## src/sv/xbtm_pkg.sv

```systemverilog
// Shared types, sizes and codes for the XOR binary trie multiset.
// Used by xbtm_ctrl, xor_binary_trie_multiset_core and xbtm_chk.
`default_nettype none

package xbtm_pkg;

  // Trie geometry and node count width
  localparam int VALUE_BITS = 8;
  localparam int COUNT_BITS = 16;
  localparam int NODE_W     = VALUE_BITS + 1;
  localparam int NODE_DEPTH = 2 ** NODE_W;

  // Port field widths
  localparam int OPC_W  = 3;
  localparam int VAL_W  = 8;
  localparam int AMT_W  = 16;
  localparam int RCNT_W = 16;
  localparam int ST_W   = 3;

  // Width that holds any count or amount plus one carry bit
  localparam int WIDE_W = ((COUNT_BITS > AMT_W) ? COUNT_BITS : AMT_W) + 1;

  localparam logic [COUNT_BITS-1:0] CNT_MAX = '1;
  localparam logic [NODE_W-1:0]     ROOT    = NODE_W'(1);

  // Operation codes
  localparam logic [OPC_W-1:0] OP_INSERT = 3'd0;
  localparam logic [OPC_W-1:0] OP_ERASE  = 3'd1;
  localparam logic [OPC_W-1:0] OP_COUNT  = 3'd2;
  localparam logic [OPC_W-1:0] OP_MAX    = 3'd3;
  localparam logic [OPC_W-1:0] OP_MIN    = 3'd4;
  localparam logic [OPC_W-1:0] OP_KTH    = 3'd5;
  localparam logic [OPC_W-1:0] OP_XOR    = 3'd6;
  localparam logic [OPC_W-1:0] OP_SIZE   = 3'd7;

  // Status codes
  localparam logic [ST_W-1:0] ST_OK        = 3'd0;
  localparam logic [ST_W-1:0] ST_EMPTY     = 3'd1;
  localparam logic [ST_W-1:0] ST_BAD_RANK  = 3'd2;
  localparam logic [ST_W-1:0] ST_UNDERFLOW = 3'd3;
  localparam logic [ST_W-1:0] ST_OVERFLOW  = 3'd4;

  // Node count memory request from the sequencer
  typedef struct packed {
    logic                  we;
    logic [NODE_W-1:0]     waddr;
    logic [COUNT_BITS-1:0] wdata;
    logic                  re;
    logic [NODE_W-1:0]     raddr;
  } ram_req_t;

  // Child of a trie node: append one path bit
  function automatic logic [NODE_W-1:0] child_of(input logic [NODE_W-1:0] idx,
                                                 input logic b);
    child_of = {idx[NODE_W-2:0], b};
  endfunction

endpackage

`default_nettype wire

```

## src/sv/xbtm_ctrl.sv

```systemverilog
// Operation sequencer: walks the trie one level a cycle against the node count RAM,
// holds the root count and XOR mask, and registers the result beat. Uses xbtm_pkg.
`default_nettype none

module xbtm_ctrl (
  input  wire logic                          clk,
  input  wire logic                          rst,
  input  wire logic                          in_valid,
  output logic                               in_ready,
  input  wire logic [xbtm_pkg::OPC_W-1:0]    opcode,
  input  wire logic [xbtm_pkg::VAL_W-1:0]    value,
  input  wire logic [xbtm_pkg::AMT_W-1:0]    amount,
  output logic                               out_valid,
  input  wire logic                          out_ready,
  output logic      [xbtm_pkg::VAL_W-1:0]    result_value,
  output logic      [xbtm_pkg::RCNT_W-1:0]   result_count,
  output logic      [xbtm_pkg::ST_W-1:0]     status,
  output xbtm_pkg::ram_req_t                 ram_req,
  input  wire logic [xbtm_pkg::COUNT_BITS-1:0] rd_data
);

  localparam int VB = xbtm_pkg::VALUE_BITS;
  localparam int CB = xbtm_pkg::COUNT_BITS;
  localparam int NW = xbtm_pkg::NODE_W;
  localparam int WW = xbtm_pkg::WIDE_W;

  localparam logic [2:0] S_CLEAR = 3'd0;
  localparam logic [2:0] S_IDLE  = 3'd1;
  localparam logic [2:0] S_START = 3'd2;
  localparam logic [2:0] S_LEAF  = 3'd3;
  localparam logic [2:0] S_WALK  = 3'd4;
  localparam logic [2:0] S_DONE  = 3'd5;

  logic [2:0]                      state, state_next;
  logic [xbtm_pkg::OPC_W-1:0]      op, op_next;
  logic [VB-1:0]                   stored_sh, stored_sh_next;
  logic [VB-1:0]                   mask_sh, mask_sh_next;
  logic [VB-1:0]                   xval, xval_next;
  logic [xbtm_pkg::AMT_W-1:0]      amt, amt_next;
  logic [CB-1:0]                   kcnt, kcnt_next;
  logic [CB-1:0]                   size, size_next;
  logic [VB-1:0]                   mask, mask_next;
  logic [NW-1:0]                   cur, cur_next;
  logic [VB-1:0]                   res, res_next;
  logic [CB-1:0]                   rcnt, rcnt_next;
  logic [xbtm_pkg::ST_W-1:0]       st, st_next;
  logic [NW-1:0]                   clr_addr, clr_addr_next;
  logic                            ov, ov_next;
  logic [xbtm_pkg::VAL_W-1:0]      o_val, o_val_next;
  logic [xbtm_pkg::RCNT_W-1:0]     o_cnt, o_cnt_next;
  logic [xbtm_pkg::ST_W-1:0]       o_st, o_st_next;

  // walk helpers
  logic [VB-1:0] sh_s, sh_m;
  logic [CB-1:0] amt_c;
  logic          flip;
  logic [NW-1:0] chosen;
  logic          pref;

  assign in_ready     = (state == S_IDLE);
  assign out_valid    = ov;
  assign result_value = o_val;
  assign result_count = o_cnt;
  assign status       = o_st;

  always_comb begin
    state_next     = state;
    op_next        = op;
    stored_sh_next = stored_sh;
    mask_sh_next   = mask_sh;
    xval_next      = xval;
    amt_next       = amt;
    kcnt_next      = kcnt;
    size_next      = size;
    mask_next      = mask;
    cur_next       = cur;
    res_next       = res;
    rcnt_next      = rcnt;
    st_next        = st;
    clr_addr_next  = clr_addr;
    ov_next        = ov;
    o_val_next     = o_val;
    o_cnt_next     = o_cnt;
    o_st_next      = o_st;
    ram_req        = '0;

    sh_s   = stored_sh << 1;
    sh_m   = mask_sh << 1;
    amt_c  = CB'(amt);
    flip   = (op == xbtm_pkg::OP_KTH) ? (rd_data < kcnt) : (rd_data == '0);
    chosen = cur ^ NW'(flip);
    pref   = sh_m[VB-1] ^ (op == xbtm_pkg::OP_MAX);

    if (ov && out_ready) begin
      ov_next = 1'b0;
    end

    case (state)
      S_CLEAR: begin
        ram_req.we    = 1'b1;
        ram_req.waddr = clr_addr;
        ram_req.wdata = '0;
        clr_addr_next = clr_addr + NW'(1);
        if (clr_addr == '1) begin
          state_next = S_IDLE;
        end
      end

      S_IDLE: begin
        if (in_valid) begin
          op_next        = opcode;
          stored_sh_next = VB'(value) ^ mask;
          mask_sh_next   = mask;
          xval_next      = VB'(value);
          amt_next       = amount;
          res_next       = '0;
          rcnt_next      = '0;
          st_next        = xbtm_pkg::ST_OK;
          state_next     = S_START;
        end
      end

      S_START: begin
        case (op)
          xbtm_pkg::OP_INSERT: begin
            if ((WW'(size) + WW'(amt)) > WW'(xbtm_pkg::CNT_MAX)) begin
              st_next    = xbtm_pkg::ST_OVERFLOW;
              state_next = S_DONE;
            end else begin
              size_next     = size + amt_c;
              cur_next      = xbtm_pkg::child_of(xbtm_pkg::ROOT, stored_sh[VB-1]);
              ram_req.re    = 1'b1;
              ram_req.raddr = cur_next;
              state_next    = S_WALK;
            end
          end
          xbtm_pkg::OP_ERASE, xbtm_pkg::OP_COUNT: begin
            cur_next      = {1'b1, stored_sh};
            ram_req.re    = 1'b1;
            ram_req.raddr = cur_next;
            state_next    = S_LEAF;
          end
          xbtm_pkg::OP_MAX, xbtm_pkg::OP_MIN: begin
            if (size == '0) begin
              st_next    = xbtm_pkg::ST_EMPTY;
              state_next = S_DONE;
            end else begin
              cur_next      = xbtm_pkg::child_of(xbtm_pkg::ROOT,
                                mask_sh[VB-1] ^ (op == xbtm_pkg::OP_MAX));
              ram_req.re    = 1'b1;
              ram_req.raddr = cur_next;
              state_next    = S_WALK;
            end
          end
          xbtm_pkg::OP_KTH: begin
            if (amt == '0 || WW'(amt) > WW'(size)) begin
              st_next    = xbtm_pkg::ST_BAD_RANK;
              state_next = S_DONE;
            end else begin
              kcnt_next     = amt_c;
              cur_next      = xbtm_pkg::child_of(xbtm_pkg::ROOT, mask_sh[VB-1]);
              ram_req.re    = 1'b1;
              ram_req.raddr = cur_next;
              state_next    = S_WALK;
            end
          end
          xbtm_pkg::OP_XOR: begin
            // an empty set keeps its mask
            if (size != '0) begin
              mask_next = mask ^ xval;
            end
            state_next = S_DONE;
          end
          default: begin
            rcnt_next  = size;
            state_next = S_DONE;
          end
        endcase
      end

      S_LEAF: begin
        if (op == xbtm_pkg::OP_COUNT) begin
          rcnt_next  = rd_data;
          state_next = S_DONE;
        end else if (WW'(rd_data) < WW'(amt)) begin
          st_next    = xbtm_pkg::ST_UNDERFLOW;
          state_next = S_DONE;
        end else begin
          size_next     = size - amt_c;
          cur_next      = xbtm_pkg::child_of(xbtm_pkg::ROOT, stored_sh[VB-1]);
          ram_req.re    = 1'b1;
          ram_req.raddr = cur_next;
          state_next    = S_WALK;
        end
      end

      S_WALK: begin
        if (op == xbtm_pkg::OP_INSERT || op == xbtm_pkg::OP_ERASE) begin
          // write back this level, fetch the next one down
          ram_req.we    = 1'b1;
          ram_req.waddr = cur;
          ram_req.wdata = (op == xbtm_pkg::OP_INSERT) ? (rd_data + amt_c)
                                                      : (rd_data - amt_c);
          if (cur[NW-1]) begin
            state_next = S_DONE;
          end else begin
            stored_sh_next = sh_s;
            cur_next       = xbtm_pkg::child_of(cur, sh_s[VB-1]);
            ram_req.re     = 1'b1;
            ram_req.raddr  = cur_next;
          end
        end else begin
          // take the sibling when the preferred side is empty or too small
          if (op == xbtm_pkg::OP_KTH && flip) begin
            kcnt_next = kcnt - rd_data;
          end
          res_next = (res << 1) | VB'(chosen[0] ^ mask_sh[VB-1]);
          if (chosen[NW-1]) begin
            state_next = S_DONE;
          end else begin
            mask_sh_next  = sh_m;
            cur_next      = xbtm_pkg::child_of(chosen, pref);
            ram_req.re    = 1'b1;
            ram_req.raddr = cur_next;
          end
        end
      end

      S_DONE: begin
        if (!ov || out_ready) begin
          ov_next    = 1'b1;
          o_val_next = xbtm_pkg::VAL_W'(res);
          o_cnt_next = xbtm_pkg::RCNT_W'(rcnt);
          o_st_next  = st;
          state_next = S_IDLE;
        end
      end

      default: begin
        state_next = S_IDLE;
      end
    endcase
  end

  always_ff @(posedge clk) begin
    if (rst) begin
      state    <= S_CLEAR;
      clr_addr <= '0;
      ov       <= 1'b0;
      size     <= '0;
      mask     <= '0;
    end else begin
      state    <= state_next;
      clr_addr <= clr_addr_next;
      ov       <= ov_next;
      size     <= size_next;
      mask     <= mask_next;
    end
  end

  always_ff @(posedge clk) begin
    op        <= op_next;
    stored_sh <= stored_sh_next;
    mask_sh   <= mask_sh_next;
    xval      <= xval_next;
    amt       <= amt_next;
    kcnt      <= kcnt_next;
    cur       <= cur_next;
    res       <= res_next;
    rcnt      <= rcnt_next;
    st        <= st_next;
    o_val     <= o_val_next;
    o_cnt     <= o_cnt_next;
    o_st      <= o_st_next;
  end

endmodule

`default_nettype wire

```

## config.mk

```make
export PLATFORM = sky130hd
export DESIGN_NAME = xbtm_ctrl
export DESIGN_NICKNAME = d
export VERILOG_FILES = /design/src/sv/xbtm_pkg.sv /design/src/sv/xbtm_ctrl.sv
export SDC_FILE = /design/constraint.sdc
export NUM_CORES = 1
export LEC_CHECK = 0
export ABC_CLOCK_PERIOD_IN_PS = 6240
export BUFFER_PORTS_ARGS = -buffer_cell sky130_fd_sc_hd__buf_4
export CAP_MARGIN = 20
export CORE_MARGIN = 5
export CORE_UTILIZATION = 45
export CTS_BUF_LIST = sky130_fd_sc_hd__clkbuf_16
export DETAILED_ROUTE_END_ITERATION = 6
export GPL_ROUTABILITY_DRIVEN = 1
export PLACE_DENSITY = 0.71
export SLEW_MARGIN = 30
export SYNTH_ARGS = -nofsm -noshare
export SYNTH_HDL_FRONTEND = slang
export SYNTH_SLANG_ARGS = --single-unit
```

## constraint.sdc

```tcl
create_clock -name clk -period 6.24 [get_ports clk]
set_input_delay 0.936 -clock clk [delete_from_list [all_inputs] [get_ports clk]]
set_output_delay 0.936 -clock clk [all_outputs]
set_load 0.02 [all_outputs]
```

# After elaboration in Yosys (flattened, before gate mapping)
# Index checks and enable logic that the tools add are counted.
[totals]
wordCells = 184
in_bits = 47
ff_bits = 159
mem_bits_ro = 0
n_memories = 0
out_inout_bits = 65
latchBits = 0
ram_bits = 0
[classes]
div = 0
n_reduce_logical = 33
multipliers = 0
bitwise = 7
muxes = 73
addsub = 7
order_cmp = 4
shifts = 0
n_eq_ne = 41
[op_table]
columns = ["operator", "count"]
rows = [
  ["$mux 16", 12],
  ["$mux 10", 8],
  ["$mux 9", 8],
  ["$mux 8", 8],
  ["$pmux 16 s2", 2],
  ["$pmux 26 s2", 1],
  ["$logic_not 16->1", 3],
  ["$pmux 16 s3", 1],
  ["$pmux 8 s2", 3],
  ["$sub 16x16->16", 3],
  ["$pmux 10 s4", 1],
  ["$mux 3", 12],
  ["$pmux 9 s4", 1],
  ["$ne 2x2->1 const B", 17],
  ["$add 16x16->16", 2],
  ["$lt 16x16->1", 2],
  ["$ne 3x3->1 const B", 10],
  ["$pmux 10 s3", 1],
  ["$pmux 9 s3", 1],
  ["$mux 26", 1],
  ["$pmux 3 s3", 2],
  ["$pmux 3 s6", 1],
  ["$add 16x16->17", 1],
  ["$gt 17x16->1 const B", 1],
  ["other kinds (29)", 63],
]

# Logic depth before layout (Yosys ltp)
[depth]
depth_word = 7
ltp_mapped = 13
ltp_nobuf = 12

# Least setup slack after synthesis
# OpenSTA, ideal clock, no wires.
[synth_timing]
path_type = "input -> output"
startpoint = "input port rd_data[0] (netlist bit)"
endpoint = "output port ram_req[0] (netlist bit)"
n_path_buf = 0
path_slack_ps = 2196
t_required_ps = 5304
cell_stages = 12
t_arrival_ps = 3108
cell_sequence = "inv_1 ha_1 inv_1 fa_1 nand3_1 nand2_1 a41o_2 o21a_4 a31oi_4 or3_4 nand2_2 a221o_1"
[synth_lines]
columns = ["element", "line_no", "rtl"]
rows = [
  ["start: declaration", "xbtm_ctrl.sv:19", "input wire logic [xbtm_pkg::COUNT_BITS-1:0] rd_data"],
  ["end: declaration", "xbtm_ctrl.sv:18", "output xbtm_pkg::ram_req_t ram_req,"],
]

==> impl_metrics.json <==
{
  "outcome": "finished clean",
  "fp.coreArea_sq_um": 23500,
  "grt_use_total": 0.215,
  "rows": 56,
  "synthCells": 1142,
  "cp_slowest_stage_delay_ps": 600,
  "worst-path-buf-inv": 2,
  "cp-end-kind": "output port",
  "drv_cap": 0,
  "synth.net_count": 1275,
  "synth_seq_cells": 159,
  "leakage_nw": 4.96,
  "finalMaxSlewViolations": 0,
  "drc_errors": 0,
  "holdCritPathClass": "reg -> reg",
  "synthTopCellsByArea": "edfxtp_1 34%, ha_1 9.4%, dfxtp_1 6.9%, nor2_1 4.1%, nand2_1 3.7%",
  "drtIter0Drc": 684,
  "setup_tns_ps": 0,
  "antenna_found_initial": 1,
  "wire_per_inst_um": 18.8,
  "use_met2": 0.329,
  "cts_setup_buffers": 0,
  "r2r_cells": 9,
  "period_share": 0.779,
  "layout_commonest_cell": "edfxtp_1",
  "fp.dieW_um": 165,
  "ant_nets": 0,
  "avgSynthCellArea_sq_um": 9.42,
  "cts_root_buf": "clkbuf_16",
  "grt_pass1_wl_um": 45800,
  "grt_max_degree": 47,
  "endpoint": "ram_req[0]",
  "grtUsageMet1": 0.318,
  "cts_hold_buf": 0,
  "setup_violations": 0,
  "worstPathArrival_ps": 3930,
  "syn_to_final_growth_pct": 15.6,
  "synth_top_cell_area_share": 0.341,
  "grt.busiest_layer": "met2",
  "wl_um": 29200,
  "fmax_mhz": 206,
  "seq_area_frac_synth": 0.409,
  "yosys_warnings": 0,
  "r2r_slack_ps": 2630,
  "drive_gt1_frac": 0.157,
  "grt_setup_unrepaired": "false",
  "synth_edf_count": 122,
  "worst-setup-path-type": "reg -> out",
  "ioPinCount": 112,
  "worstPathCellList": "inv_1 -> fa_1 -> nor2_1 -> o311ai_2 -> and3_1 -> o21ai_2 -> a211oi_2 -> o21ai_1 -> nand2_2 -> a221o_1 -> buf_4",
  "dr.pass1.iters": 4,
  "finalClockSkew_ps": 15.1,
  "start_util": 0.458,
  "htreeDepth": 4,
  "gp_congestion": 0.941,
  "r2r_end": "kcnt[8]",
  "final_area_sq_um": 12400,
  "min_period_ps": 4860,
  "synthFlopType": "edfxtp_1",
  "die_area_sq_um": 27100,
  "cts_sinks": 159,
  "cp-start-kind": "flop",
  "cts_resized": 0,
  "synth_cell_types": 84,
  "clk_pin_slew_ps": 70,
  "ir_drop_mv": 0.172,
  "layout_common_cells": "122 x edfxtp_1, 117 x buf_4, 116 x nor2_1, 106 x nand2_1, 81 x ha_1",
  "rr_startpoint": "amt[0]",
  "use_met3": 0.0329,
  "fillers": 2127,
  "p_per_area_nw_per_um2": 195,
  "die_h_um": 165,
  "cp_num_cells": 11,
  "tightest_slew_ps": 935,
  "syn_area_sq_um": 10800,
  "place_area_sq_um": 11800,
  "post-dp-hpwl_um": 22000,
  "port_buffers": 111,
  "relSlewSlack": 0.377,
  "cts_buffer_depth": 2,
  "synth_top_area_cell": "edfxtp_1",
  "overflow": 0,
  "cts_tree": "yes",
  "worstPathRequired_ps": 5300,
  "num_vias": 8904,
  "hold_viol_final": 0,
  "worstSetupStartpoint": "amt[1]",
  "grt_pass1_vias": 8380,
  "cts_inserted_buffers": 17,
  "clk_latency_ps": 440,
  "via_per_inst": 5.72,
  "worstPathMaxFanout": 13,
  "crit_family": "compound AO/OA/AOI/OAI gates",
  "slowest_stage": "edfxtp_1",
  "final_nets": 1357,
  "synthArstFlopShare": 0
}
==> cells in the mapped netlist (4+ instances only) <==
| master | count |
|---|---|
| a2111oi_0 | 5 |
| a211o_1 | 5 |
| a211oi_1 | 11 |
| a211oi_2 | 8 |
| a21boi_0 | 5 |
| a21o_1 | 19 |
| a21oi_1 | 74 |
| a221oi_1 | 6 |
| a22o_1 | 20 |
| a22oi_1 | 4 |
| a311oi_1 | 4 |
| a31oi_1 | 8 |
| and2_1 | 4 |
| and3_1 | 16 |
| and4_1 | 4 |
| buf_2 | 12 |
| clkbuf_1 | 36 |
| dfxtp_1 | 37 |
| edfxtp_1 | 122 |
| fa_1 | 5 |
| ha_1 | 81 |
| inv_1 | 62 |
| mux2i_1 | 21 |
| nand2_1 | 106 |
| nand2b_1 | 22 |
| nand3_1 | 27 |
| nand4_1 | 7 |
| nor2_1 | 117 |
| nor2b_1 | 12 |
| nor3_1 | 36 |
| nor3b_1 | 6 |
| nor4_1 | 17 |
| o211ai_1 | 4 |
| o21a_1 | 13 |
| o21ai_0 | 56 |
| o21ai_1 | 6 |
| o21bai_1 | 7 |
| o22ai_1 | 4 |
| o31ai_1 | 9 |
| or2_2 | 7 |
| or3_1 | 5 |
| xnor2_1 | 35 |
| xor2_1 | 25 |
==> final cells by class <==
cell class,count,area (sq um),share of cell area
sequential,159,4400,0.354
inverter,63,236,0.0190
clock buffer,17,425,0.0342
clock inverter,15,195,0.0157
multi-input combinational,866,5900,0.474
antenna,1,2.50,0.000201
timing repair buffer,117,878,0.0706
tap,319,399,0.0321
==> worst min path at each step <==
stage | startpoint | end | slack, ps | depth (start not counted)
after floorplan | rcnt[0] | result_count[0] | 400 | 0
after global placement | rcnt[11] | result_count[11] | 400 | 0
after detailed placement | rcnt[11] | result_count[11] | 400 | 0
after CTS | rcnt[11] | result_count[11] | 420 | 0
after global routing | rcnt[10] | result_count[10] | 430 | 0
final | rcnt[11] | result_count[11] | 420 | 0
==> flip-flops by register name, summed over array words and instances (netlist names), 3 cells and up <==
signal	count
amt	16
stored_sh	8
rcnt	16
xval	8
status	3
clr_addr	9
st	3
kcnt	16
result_value	8
cur	9
mask	8
op	3
result_count	16
mask_sh	8
res	8
state	3
size	16
==> metrics by stage <==
step	instances	setup slack [ps]	total power, mW	util	hold WS [ps]
final	1557	1380	2.42	0.530	419
after global routing	1557	1190	2.50	0.530	428
after CTS	1556	1390	2.44	0.529	420
after detailed placement	1524	1580	1.31	0.503	405
after global placement	1524	1620	1.31	0.503	401
after floorplan	1142	2200	1.25	-	400
==> routing by layer <==
metal  vias up  part of all wire
li1       4339                 -
met3        36             0.075
met1      4176              0.46
met2       353              0.45
met5         -                 0
met4         0             0.020
==> cell families after synthesis <==
kind of cell	count (synthesis)	share of synthesized area
adder cells (fa/ha/maj)	86	0.104
XOR/XNOR	60	0.0488
flip-flops	159	0.409
buffers and inverters	117	0.0450
AO/OA/AOI/OAI	298	0.192
multiplexers	23	0.0227
AND/OR/NAND/NOR	399	0.179
==> worst register-to-register path, cell delays in order, from the launching register on <==
cell      delay, ps
edfxtp_1        530
ha_1            300
fa_1            420
nor2b_1         220
o31ai_2          90
a21oi_1         340
o211ai_1        210
a21boi_0        210
o21ai_1         170
o21ai_2         740
==> where the power goes <==
part | internal, mW | leakage [nW] | switching [mW]
clock network | 0.644 | 0.302 | 0.484
registers | 1.13 | 1.43 | 0.00246
logic | 0.0717 | 3.23 | 0.0897
Power figures use the tool's default switching activity.
